File: src/rtl/core/a2ab_pkg.sv
// ----------------------------------------------------------------------------
// a2ab_pkg
// Shared types and constants for the AVCC to Annex B byte stream converter.
// ----------------------------------------------------------------------------
package a2ab_pkg;

	// result item kinds
	typedef enum logic [1:0] {
		KIND_BYTE    = 2'd0,
		KIND_SUMMARY = 2'd1,
		KIND_ERROR   = 2'd2
	} kind_t;

	// error codes
	typedef enum logic [1:0] {
		ERR_NONE     = 2'd0,
		ERR_SHORT    = 2'd1,
		ERR_ZERO_LEN = 2'd2,
		ERR_OVERRUN  = 2'd3
	} err_t;

	localparam int unsigned MAX_RESULTS = 4;
	localparam int unsigned PREFIX_MAX  = 4;

	localparam logic [2:0]  PREFIX_RESET  = 3'd4;
	localparam logic [31:0] NON_SYNC_BIT  = 32'h0001_0000;
	localparam logic [4:0]  NAL_TYPE_IDR  = 5'd5;

	// annex b start code, sent first to last
	localparam logic [7:0] START_CODE [MAX_RESULTS] = '{8'h00, 8'h00, 8'h00, 8'h01};

endpackage

File: src/rtl/core/avcc_to_annexb_converter.sv
// ----------------------------------------------------------------------------
// avcc_to_annexb_converter
// Turns length-prefixed NAL units into an Annex B stream with access unit
// summaries and sticky error reporting.
// ----------------------------------------------------------------------------
// Path: an accepted item passes the input register, then the result register, before
// its first result is valid; it waits in the input register while results drain.
// Throughput: one item per cycle while each item gives one result and out_stall is low;
// an item with k results (k = 4 on a start code) holds the result register till drained.
// Reset: control state, running time and error latch clear; prefix size is 4.
module avcc_to_annexb_converter
	import a2ab_pkg::*;
(
	input  logic        clk,
	input  logic        arst_n,
	// configuration write
	input  logic        cfg_valid,
	output logic        cfg_ready,
	input  logic [2:0]  length_prefix_bytes,
	// input channel
	input  logic        in_valid,
	output logic        in_stall,
	input  logic [7:0]  data_byte,
	input  logic        sample_first,
	input  logic        sample_last,
	input  logic [31:0] sample_flags,
	input  logic [31:0] sample_duration,
	input  logic        time_load,
	input  logic [63:0] start_time,
	// output channel
	output logic        out_valid,
	input  logic        out_stall,
	output logic [1:0]  item_kind,
	output logic [7:0]  out_byte,
	output logic        is_key,
	output logic [63:0] decode_time,
	output logic [31:0] unit_duration,
	output logic [1:0]  error_code,
	output logic        run_last
);

	// configuration register
	logic [2:0] prefix_cfg_q;

	// input stage
	logic        valid_s1;
	logic [7:0]  byte_s1;
	logic        first_s1;
	logic        last_s1;
	logic [31:0] flags_s1;
	logic [31:0] dur_s1;
	logic        load_s1;
	logic [63:0] start_s1;

	// parser state
	logic [63:0] rt_q;
	logic [31:0] acc_q;
	logic [2:0]  pc_q;
	logic [31:0] rem_q;
	logic        inb_q;
	logic        fbb_q;
	logic [2:0]  sbc_q;
	logic        idr_q;
	logic [31:0] flags_q;
	logic [31:0] dur_q;
	logic        failed_q;
	err_t        code_q;

	// result buffer
	kind_t       ent_kind_q [MAX_RESULTS];
	logic [7:0]  ent_byte_q [MAX_RESULTS];
	err_t        ent_err_q  [MAX_RESULTS];
	logic        key_q;
	logic [63:0] dts_q;
	logic [31:0] udur_q;
	logic [2:0]  cnt_q;
	logic [1:0]  idx_q;

	// handshake
	logic in_accept, out_accept, drain_done, buf_free, fire;

	// next values
	kind_t       nk [MAX_RESULTS];
	logic [7:0]  nb [MAX_RESULTS];
	err_t        ne [MAX_RESULTS];
	logic [2:0]  n;
	logic        sum_key;
	logic [63:0] sum_dts;
	logic [31:0] sum_dur;
	logic [2:0]  size;
	logic [63:0] rt_e, rt_d;
	logic [31:0] acc_e, acc_d, rem_e, rem_d, flags_e, dur_e, acc_n;
	logic [2:0]  pc_e, pc_d, sbc_e, sbc_d;
	logic        inb_e, inb_d, fbb_e, fbb_d, idr_e, idr_d;
	logic        fail_d;
	err_t        code_d, err_v;
	logic        err_raise;

	assign cfg_ready = 1'b1;

	// handshake control
	assign out_valid  = (cnt_q != 3'd0);
	assign out_accept = out_valid && !out_stall;
	assign drain_done = out_accept && ({1'b0, idx_q} == cnt_q - 3'd1);
	assign buf_free   = (cnt_q == 3'd0) || drain_done;
	assign fire       = valid_s1 && buf_free;
	assign in_stall   = valid_s1 && !buf_free;
	assign in_accept  = in_valid && !in_stall;

	// effective prefix size
	always_comb begin
		if (prefix_cfg_q == 3'd0)
			size = 3'd1;
		else if (prefix_cfg_q > 3'(PREFIX_MAX))
			size = 3'(PREFIX_MAX);
		else
			size = prefix_cfg_q;
	end

	// one item's results and next state
	always_comb begin
		for (int i = 0; i < MAX_RESULTS; i++) begin
			nk[i] = KIND_BYTE;
			nb[i] = 8'h00;
			ne[i] = ERR_NONE;
		end
		n         = 3'd0;
		err_raise = 1'b0;
		err_v     = ERR_NONE;

		// sample start latches and clears the parser
		flags_e = first_s1 ? flags_s1 : flags_q;
		dur_e   = first_s1 ? dur_s1 : dur_q;
		rt_e    = (first_s1 && load_s1) ? start_s1 : rt_q;
		acc_e   = first_s1 ? 32'd0 : acc_q;
		pc_e    = first_s1 ? 3'd0 : pc_q;
		rem_e   = first_s1 ? 32'd0 : rem_q;
		inb_e   = first_s1 ? 1'b0 : inb_q;
		fbb_e   = first_s1 ? 1'b0 : fbb_q;
		sbc_e   = first_s1 ? 3'd0 : sbc_q;
		idr_e   = first_s1 ? 1'b0 : idr_q;

		acc_d  = acc_e;
		pc_d   = pc_e;
		rem_d  = rem_e;
		inb_d  = inb_e;
		fbb_d  = fbb_e;
		idr_d  = idr_e;
		rt_d   = rt_e;
		sbc_d  = (sbc_e < 3'(PREFIX_MAX)) ? sbc_e + 3'd1 : sbc_e;
		fail_d = failed_q;
		code_d = code_q;
		acc_n  = {acc_e[23:0], byte_s1};

		sum_key = idr_e || (((flags_e & NON_SYNC_BIT) == 32'd0) && (flags_e != 32'd0));
		sum_dts = rt_e;
		sum_dur = dur_e;

		if (failed_q) begin
			nk[0] = KIND_ERROR;
			ne[0] = code_q;
			n     = 3'd1;
		end else begin
			// prefix gathering or body pass-through
			if (!inb_e) begin
				acc_d = acc_n;
				pc_d  = (pc_e < 3'd7) ? pc_e + 3'd1 : pc_e;
				if (pc_d >= size) begin
					if (acc_n == 32'd0) begin
						err_raise = 1'b1;
						err_v     = ERR_ZERO_LEN;
					end else if (last_s1) begin
						err_raise = 1'b1;
						err_v     = ERR_OVERRUN;
					end else begin
						inb_d = 1'b1;
						fbb_d = 1'b1;
						rem_d = acc_n;
						acc_d = 32'd0;
						pc_d  = 3'd0;
						for (int i = 0; i < MAX_RESULTS; i++)
							nb[i] = START_CODE[i];
						n = 3'd4;
					end
				end
			end else begin
				if (fbb_e && (byte_s1[4:0] == NAL_TYPE_IDR))
					idr_d = 1'b1;
				fbb_d = 1'b0;
				nb[0] = byte_s1;
				n     = 3'd1;
				rem_d = rem_e - 32'd1;
				if (rem_d == 32'd0)
					inb_d = 1'b0;
			end

			// end of sample checks and summary
			if (last_s1 && !err_raise) begin
				if (sbc_d < size) begin
					err_raise = 1'b1;
					err_v     = ERR_SHORT;
				end else if (inb_d) begin
					err_raise = 1'b1;
					err_v     = ERR_OVERRUN;
				end else begin
					nk[n[1:0]] = KIND_SUMMARY;
					n          = n + 3'd1;
					sum_key    = idr_d || (((flags_e & NON_SYNC_BIT) == 32'd0) &&
						(flags_e != 32'd0));
					rt_d       = rt_e + {32'd0, dur_e};
					acc_d = 32'd0; pc_d = 3'd0; rem_d = 32'd0; inb_d = 1'b0;
					fbb_d = 1'b0; sbc_d = 3'd0; idr_d = 1'b0;
				end
			end

			// error goes last and latches
			if (err_raise) begin
				nk[n[1:0]] = KIND_ERROR;
				ne[n[1:0]] = err_v;
				n          = n + 3'd1;
				fail_d     = 1'b1;
				code_d     = err_v;
				acc_d = 32'd0; pc_d = 3'd0; rem_d = 32'd0; inb_d = 1'b0;
				fbb_d = 1'b0; sbc_d = 3'd0; idr_d = 1'b0;
			end
		end
	end

	// configuration register
	always_ff @(posedge clk or negedge arst_n) begin
		if (!arst_n)
			prefix_cfg_q <= PREFIX_RESET;
		else if (cfg_valid && cfg_ready)
			prefix_cfg_q <= length_prefix_bytes;
	end

	// input stage valid
	always_ff @(posedge clk or negedge arst_n) begin
		if (!arst_n)
			valid_s1 <= 1'b0;
		else if (in_accept)
			valid_s1 <= 1'b1;
		else if (fire)
			valid_s1 <= 1'b0;
	end

	// input stage payload
	always_ff @(posedge clk) begin
		if (in_accept) begin
			byte_s1  <= data_byte;
			first_s1 <= sample_first;
			last_s1  <= sample_last;
			flags_s1 <= sample_flags;
			dur_s1   <= sample_duration;
			load_s1  <= time_load;
			start_s1 <= start_time;
		end
	end

	// parser state
	always_ff @(posedge clk or negedge arst_n) begin
		if (!arst_n) begin
			rt_q     <= 64'd0;
			acc_q    <= 32'd0;
			pc_q     <= 3'd0;
			rem_q    <= 32'd0;
			inb_q    <= 1'b0;
			fbb_q    <= 1'b0;
			sbc_q    <= 3'd0;
			idr_q    <= 1'b0;
			flags_q  <= 32'd0;
			dur_q    <= 32'd0;
			failed_q <= 1'b0;
			code_q   <= ERR_NONE;
		end else if (fire && !failed_q) begin
			rt_q     <= rt_d;
			acc_q    <= acc_d;
			pc_q     <= pc_d;
			rem_q    <= rem_d;
			inb_q    <= inb_d;
			fbb_q    <= fbb_d;
			sbc_q    <= sbc_d;
			idr_q    <= idr_d;
			flags_q  <= flags_e;
			dur_q    <= dur_e;
			failed_q <= fail_d;
			code_q   <= code_d;
		end
	end

	// result buffer control
	always_ff @(posedge clk or negedge arst_n) begin
		if (!arst_n) begin
			cnt_q <= 3'd0;
			idx_q <= 2'd0;
		end else if (fire) begin
			cnt_q <= n;
			idx_q <= 2'd0;
		end else if (drain_done) begin
			cnt_q <= 3'd0;
			idx_q <= 2'd0;
		end else if (out_accept) begin
			idx_q <= idx_q + 2'd1;
		end
	end

	// result buffer payload
	always_ff @(posedge clk) begin
		if (fire) begin
			for (int i = 0; i < MAX_RESULTS; i++) begin
				ent_kind_q[i] <= nk[i];
				ent_byte_q[i] <= nb[i];
				ent_err_q[i]  <= ne[i];
			end
			key_q  <= sum_key;
			dts_q  <= sum_dts;
			udur_q <= sum_dur;
		end
	end

	// output fields, zero where the kind does not use them
	always_comb begin
		item_kind     = ent_kind_q[idx_q];
		out_byte      = (ent_kind_q[idx_q] == KIND_BYTE) ? ent_byte_q[idx_q] : 8'h00;
		is_key        = (ent_kind_q[idx_q] == KIND_SUMMARY) ? key_q : 1'b0;
		decode_time   = (ent_kind_q[idx_q] == KIND_SUMMARY) ? dts_q : 64'd0;
		unit_duration = (ent_kind_q[idx_q] == KIND_SUMMARY) ? udur_q : 32'd0;
		error_code    = (ent_kind_q[idx_q] == KIND_ERROR) ? ent_err_q[idx_q] : ERR_NONE;
		run_last      = ({1'b0, idx_q} == cnt_q - 3'd1);
	end

	// checks
	a_cnt_range: assert property (@(posedge clk) disable iff (!arst_n)
		cnt_q <= 3'(MAX_RESULTS))
		else $error("result count out of range");

	a_failed_single: assert property (@(posedge clk) disable iff (!arst_n)
		fire && failed_q |=> cnt_q == 3'd1 && ent_kind_q[0] == KIND_ERROR)
		else $error("failed state gave other than one error item");

	a_body_nonzero: assert property (@(posedge clk) disable iff (!arst_n)
		inb_q |-> rem_q != 32'd0)
		else $error("in body with nothing remaining");

	a_summary_last: assert property (@(posedge clk) disable iff (!arst_n)
		out_valid && (item_kind == KIND_SUMMARY || item_kind == KIND_ERROR) |-> run_last)
		else $error("summary or error not last in run");

endmodule

File: config.mk
export PLATFORM = sky130hd
export DESIGN_NAME = avcc_to_annexb_converter
export DESIGN_NICKNAME = d
export VERILOG_FILES = /design/src/rtl/core/a2ab_pkg.sv /design/src/rtl/core/avcc_to_annexb_converter.sv
export SDC_FILE = /design/constraint.sdc
export NUM_CORES = 1
export LEC_CHECK = 0
export BUFFER_PORTS_ARGS = -buffer_cell sky130_fd_sc_hd__buf_2
export CORE_MARGIN = 3
export CORE_UTILIZATION = 59
export CTS_CLUSTER_DIAMETER = 80
export DETAILED_ROUTE_END_ITERATION = 16
export PLACE_DENSITY = 0.9
export SETUP_SLACK_MARGIN = 0.05
export SLEW_MARGIN = 20
export SYNTH_ARGS = -nofsm -noshare
export SYNTH_HDL_FRONTEND = slang
export SYNTH_SLANG_ARGS = --single-unit
File: constraint.sdc
create_clock -name clk -period 7.7 [get_ports clk]
set_input_delay 0.385 -clock clk [delete_from_list [all_inputs] [get_ports clk]]
set_output_delay 0.385 -clock clk [all_outputs]
set_load 0.05 [all_outputs]
==> metrics, run 1 <==
crit path time final=5.94 ns; fin cells=3120; post-CTS setup buffer count=0; GPL Wtd Cong=0.961; largest family of logic cells by synthesized area=simple AND/OR/NAND/NOR gates; DP Worst Slack=1.97 ns; fin crit share=77.1%; DRT iter0 DRCs=2355; Area contributors post-synth=edfxtp_1 (33%), dfrtp_1 (22%), nand2_1 (6.5%); P_int=5.11 mW; Area Growth Syn to Fin=19.7%; DR vias/cell=6.39; clock buffer depth=3; compound-gate portion of the synthesized area=11.1%; commonest non-fill, non-tap cells in the layout=nand2_1 (405), edfxtp_1 (259), buf_2 (257); CP Launch Type=register; DRC errors left=0; Num CTS Buffers=48; Clk Latency, worst-skew pair=0.60 ns; dominant cell type by area after synthesis=edfxtp_1; Cell Area, Synth=23400 µm²; Worst-path clk slew=0.07 ns; HP Class=primary input to register; Final setup viols=0; peak supply drop=238 µV; grt ovf=0; Final TNS setup=0 ns; combinational fraction of design power=26.2%; dpl hpwl=45300 µm; Seq cells post-synth=464; Root Driver=clkbuf_16; Final Max Slew Viols=0; Worst slew margin=21.2%; outcome=complete, no violations; crit path capture type=register; placed insts=2891; Simple-Gate Fraction of Synth Area=20.4%; overall routing resource usage=34.4%; commonest non-fill, non-tap cell in the layout=nand2_1; worst-margin pin slew=1.17 ns; Synth warnings=0; vias in the first global route=19800; FMAX=168 MHz; nets=2755; register share of total power=43.7%; Final Hold Vio Count=0; Antenna Nets Post-Route=0; I/O Buffers=258; full die area=42100 µm²; Total Power=7.86 mW; net switching power=2.75 mW; layout cell share with drive strength beyond 1=18.1%; crit path max fanout=71; Starting Density=60.2%; leakage power=12.4 nW; post-synth top area share=33.2%; fin util=72.0%; Die W=205 µm; die extent in y=205 µm; CTS resizes=0; CTS tree=yes; final setup margin=1.76 ns; Required @ worst endpoint=8.15 ns; Clock Skew=0.0220 ns; Post-Syn Instances=2217; Ports=260; syn avg cell area=10.6 µm²; Worst EP arrival=6.39 ns; Worst Setup Path Type=register to register; Adder-Cell Fraction of Synth Area=2.49%; Synth Flop Type=edfxtp_1; Clk pwr share=30.1%; antenna violations before repair=1; largest net degree at the start of global routing=99; Vias=19900; DRT Pass-1 Iters=6; number of flops mapped to enable cells by yosys=259; ys async rst share=44.2%; sw frac=34.9%; share of the synthesized netlist area taken by xor and xnor gates=2.77%; DR WL/cell=23.4 µm; Max Cap Viol=0; Total Wirelength=73000 µm; post-synthesis sequential area ratio=55.1%; htree depth=2; library cells used by synthesis=89; RSZ-0062 raised after global routing=false; CORE AREA=38900 µm²; Post-CTS Hold Fix Bufs=139; # rows=72; first-pass GRT wire length=113000 µm; syn_nets=2410; PD cells=280 nW/µm²; CTS sink count=464; mux contribution to synthesized area=4.93%
-- worst max-delay path: stages, from the launching register on --
cell	delay (ns)
edfxtp_1	0.79
buf_4	0.82
mux2_2	0.45
ha_1	0.42
nand4_1	0.20
or3_1	0.45
o211ai_1	0.48
a21oi_1	0.23
o31ai_1	0.70
nand2_1	0.50
nor4_2	0.36
xnor2_1	0.20
o21ai_1	0.09
-- power groups by stage --
stage          clock, mW  combinational (mW)  sequential (mW)
2_1_floorplan          0                1.40             3.38
3_3_place_gp           0                1.89             3.44
3_5_place_dp           0                1.94             3.45
4_1_cts             2.34                2.01             3.41
5_1_grt             2.46                2.18             3.46
6_report            2.37                2.06             3.43
-- cell usage after synthesis (10+ instances only) --
cell type,instances
a22o_1,29
dfrtp_1,204
o211ai_1,10
edfxtp_1,259
or3_1,12
o21a_1,10
nand4_1,34
xor2_1,16
nand2b_1,12
o21ai_0,98
a31oi_1,31
o31ai_1,14
ha_1,45
mux2_2,71
o2bb2ai_1,11
nor2b_1,11
inv_1,52
nand3_1,50
and2_1,114
a21o_1,24
nor4_1,40
clkbuf_1,99
nor2_1,120
buf_1,14
nand2_1,408
nor3_1,57
a21oi_1,88
and3_1,23
xnor2_1,58
mux2i_1,26
o21ai_1,12
-- final cells by class --
type	instances	area, µm²
sequential	464	12900
fill	2558	10900
multi-input combinational	1572	9810
timing repair buffer	422	2880
clock buffer	73	1400
tap	518	648
inverter	54	205
clock inverter	16	166
antenna	1	2.50
-- per-layer routing --
metal	share of wire, %	global-route usage [%]	up-vias
met5	0	0	-
met4	5.6	16.9	0
met3	9.0	6.22	302
met2	48	55.7	1342
met1	37	45.1	9603
li1	-	-	8694
-- final timing paths --
kind / from / endpoint / slack, ns / cells after the start
max: first_s1 / rt_q[59] / 1.76 / 12
min: cfg_valid / prefix_cfg_q[2] / 0.02 / 2
max reg2reg: first_s1 / rt_q[59] / 1.76 / 12
min reg2reg: dur_q[4] / dur_q[4] / 0.47 / 2
max in group asynchronous: arst_n / flags_q[17] / 5.88 / 3
min in group asynchronous: arst_n / acc_q[17] / 0.47 / 2
-- metrics by stage --
| step | area [µm²] | hold WS (ns) |
|---|---|---|
| after floorplan | 23400 | 0.0894 |
| after global placement | 25000 | 0.453 |
| after detailed placement | 25000 | 0.458 |
| after CTS | 28000 | 0.00601 |
| after global routing | 28000 | 0.0198 |
| final | 28000 | 0.0169 |
-- state kept, by name, indices dropped and copies added (netlist names), 2 cells and up --
signal	flops
acc_q	24
byte_s1	8
cnt_q	3
code_q	2
dts_q	64
dur_q	32
dur_s1	32
ent_byte_q	9
ent_err_q	8
ent_kind_q	6
flags_q	32
flags_s1	32
idx_q	2
pc_q	3
prefix_cfg_q	3
rem_q	32
rt_q	64
sbc_q	3
start_s1	64
udur_q	32
-- cell families after synthesis --
| group | Yosys count |
|---|---|
| flops | 464 |
| simple gates | 949 |
| xor+xnor | 74 |
| fa+ha+maj | 46 |
| mux | 102 |
| buf+inv | 181 |
| compound gates | 400 |
| other cells | 1 |
(Power assumes the default switching activity.)
==> run 2: changes to the inputs <==
==> constraint.sdc (replaced) <==
create_clock -name clk -period 5.5 [get_ports clk]
set_input_delay 0.275 -clock clk [delete_from_list [all_inputs] [get_ports clk]]
set_output_delay 0.275 -clock clk [all_outputs]
set_load 0.05 [all_outputs]
==> metrics, run 2 (synthesis gave the netlist of run 1 again) <==
DRC errors left=0 (unchanged); Post-CTS Hold Fix Bufs=145 (was 139); grt ovf=0 (unchanged); first-pass GRT wire length=114000 µm (was 113000 µm); GPL Wtd Cong=0.991 (was 0.961); Ports=260 (unchanged); multi-input logic area=9800 µm² (was 9810 µm²); Worst Setup Path Type=register to register (unchanged); combinational fraction of design power=26.4% (was 26.2%); post-CTS setup buffer count=0 (unchanged); Final setup viols=0 (unchanged); Root Driver=clkbuf_16 (unchanged); I/O Buffers=258 (unchanged); vias in the first global route=20000 (was 19800); Area Growth Syn to Fin=20.7% (was 19.7%); crit path max fanout=31 (was 71); biggest regs=dts_q: 64 flops, rt_q: 64 flops, start_s1: 64 flops (unchanged); # rows=72 (unchanged); Hold Path Sink=idx_q[0] (was prefix_cfg_q[2]); Worst slew margin=25.1% (was 21.2%); Hold Crit Start=out_stall (was cfg_valid); layout cell share with drive strength beyond 1=19.0% (was 18.1%); launching point of the worst reg2reg path=first_s1 (unchanged); P_int=7.16 mW (was 5.11 mW); Worst-path clk slew=0.06 ns (was 0.07 ns); Starting Density=60.2% (unchanged); Max Cap Viol=0 (unchanged); slowest stage cell, crit path=edfxtp_1 (was buf_4); register share of total power=43.7% (about the same); Clk pwr share=29.8% (was 30.1%); CTS tree=yes (unchanged); Final Max Slew Viols=0 (unchanged); CP Launch Type=register (unchanged); DR vias/cell=6.39 (about the same); Worst EP arrival=5.62 ns (was 6.39 ns); PD cells=389 nW/µm² (was 280 nW/µm²); htree depth=2 (unchanged); commonest non-fill, non-tap cells in the layout=nand2_1 (405), edfxtp_1 (259), buf_2 (257) (unchanged); Die W=205 µm (unchanged); Clk Latency, worst-skew pair=0.60 ns (about the same); Hold Path Stages=4 (was 2); CTS sink count=464 (unchanged); dpl hpwl=47000 µm (was 45300 µm); Register-to-Register Path Depth=13 (was 12); CP Cell Sequence=buf_4 -> mux2_2 -> ha_1 -> nand4_1 -> or3_1 -> o211ai_1 -> a21oi_1 -> o31ai_1 -> buf_4 -> nand2_1 -> nor2_1 -> a41oi_1 -> o31ai_1 (was buf_4 -> mux2_2 -> ha_1 -> nand4_1 -> or3_1 -> o211ai_1 -> a21oi_1 -> o31ai_1 -> nand2_1 -> nor4_2 -> xnor2_1 -> o21ai_1); Antenna Nets Post-Route=0 (unchanged); largest net degree at the start of global routing=98 (was 99); peak supply drop=292 µV (was 238 µV); Num CTS Buffers=47 (was 48); clock buffer depth=3 (unchanged); overall routing resource usage=34.9% (was 34.4%); crit path time final=5.15 ns (was 5.94 ns); FF+latch area=12900 µm² (unchanged); Clock Skew=0.0223 ns (was 0.0220 ns); DRT iter0 DRCs=2532 (was 2355); FMAX=194 MHz (was 168 MHz); CTS resizes=0 (unchanged); crit path capture type=register (unchanged); RSZ-0062 raised after global routing=false (unchanged); net switching power=3.84 mW (was 2.75 mW); full die area=42100 µm² (unchanged); worst reg2reg path endpoint=rt_q[45] (was rt_q[59]); DR WL/cell=23.5 µm (was 23.4 µm); max incr delay on CP=0.69 ns (was 0.82 ns); outcome=complete, no violations (unchanged); antenna violations before repair=1 (unchanged); CORE AREA=38900 µm² (unchanged); leakage power=12.5 nW (was 12.4 nW); sw frac=34.9% (about the same); Final Hold Vio Count=0 (unchanged); HP Class=primary input to register (unchanged); die extent in y=205 µm (unchanged); worst-margin pin slew=1.12 ns (was 1.17 ns); commonest non-fill, non-tap cell in the layout=nand2_1 (unchanged); Final TNS setup=0 ns (unchanged); Total Power=11.0 mW (was 7.86 mW); fin cells=3150 (was 3120); nets=2784 (was 2755); fin crit share=93.6% (was 77.1%); r2r setup slk=0.35 ns (was 1.76 ns); Total Wirelength=74000 µm (was 73000 µm); Vias=20100 (was 19900); placed insts=2915 (was 2891); DRT Pass-1 Iters=9 (was 6); fillers=2533 (was 2558); Required @ worst endpoint=5.97 ns (was 8.15 ns); fin util=72.6% (was 72.0%)
## run 2: changes by cell type in the layout (fill, tap and decap cells not counted), moves of 2 or more
| cell | delta |
|---|---|
| buf_12 | +2 |
| dlygate4sd3_1 | +6 |
| buf_4 | +23 |
| clkinv_4 | +3 |
| clkbuf_16 | -2 |
| clkinv_2 | +2 |
| clkbuf_1 | -3 |
| clkinv_1 | -3 |
| clkbuf_8 | +2 |
## run 2: metal layers
layer	share of wire (%)	GRT usage [%]	vias up
met1	37	45.4	9656
li1	-	-	8756
met2	47	56.3	1406
met3	9.8	6.38	308
met4	5.7	18.4	0
met5	0	0	-
## run 2: final cells by class
type	count	share of cell area, %
inverters	54	0.730
flip-flops and latches	464	45.7
repair buffers	452	11.1
clock inverters	18	0.668
multi-input cells	1572	34.7
well taps	518	2.29
diodes	2	0.0177
clock buffers	70	4.83
## run 2: worst max-delay path by stage
stage,from,end,slack (ns),cells past startpoint
detailed placement,first_s1,rt_q[36],0.52,16
CTS,first_s1,rt_q[40],0.46,16
global route,first_s1,rt_q[40],0.06,16
finish,first_s1,rt_q[45],0.35,13
global placement,first_s1,rt_q[44],0.68,16
floorplan,first_s1,rt_q[50],0.15,19
## run 2: critical path: cells and delay by family (launching register included)
kind | cells | cell delay [ns]
mux | 1 | 0.42
fa+ha+maj | 1 | 0.41
flops | 1 | 0.69
compound gates | 5 | 1.60
buf+inv | 2 | 0.66
simple gates | 4 | 1.22
## run 2: power groups by stage
stage          combinational, mW  sequential (mW)  clock, mW
2_1_floorplan               1.97             4.70          0
3_3_place_gp                2.67             4.83          0
3_5_place_dp                2.74             4.84          0
4_1_cts                     2.84             4.78       3.26
5_1_grt                     3.08             4.85       3.43
6_report                    2.90             4.81       3.28
## run 2: stage by stage
stage,setup slack (ns),cell area [µm²],hold slack [ns]
after floorplan,0.146,23400,-0.0206
after global placement,0.681,25300,0.431
after detailed placement,0.521,25300,0.424
after CTS,0.458,28300,0.0296
after global routing,0.0584,28300,0.0756
final,0.353,28300,0.0552
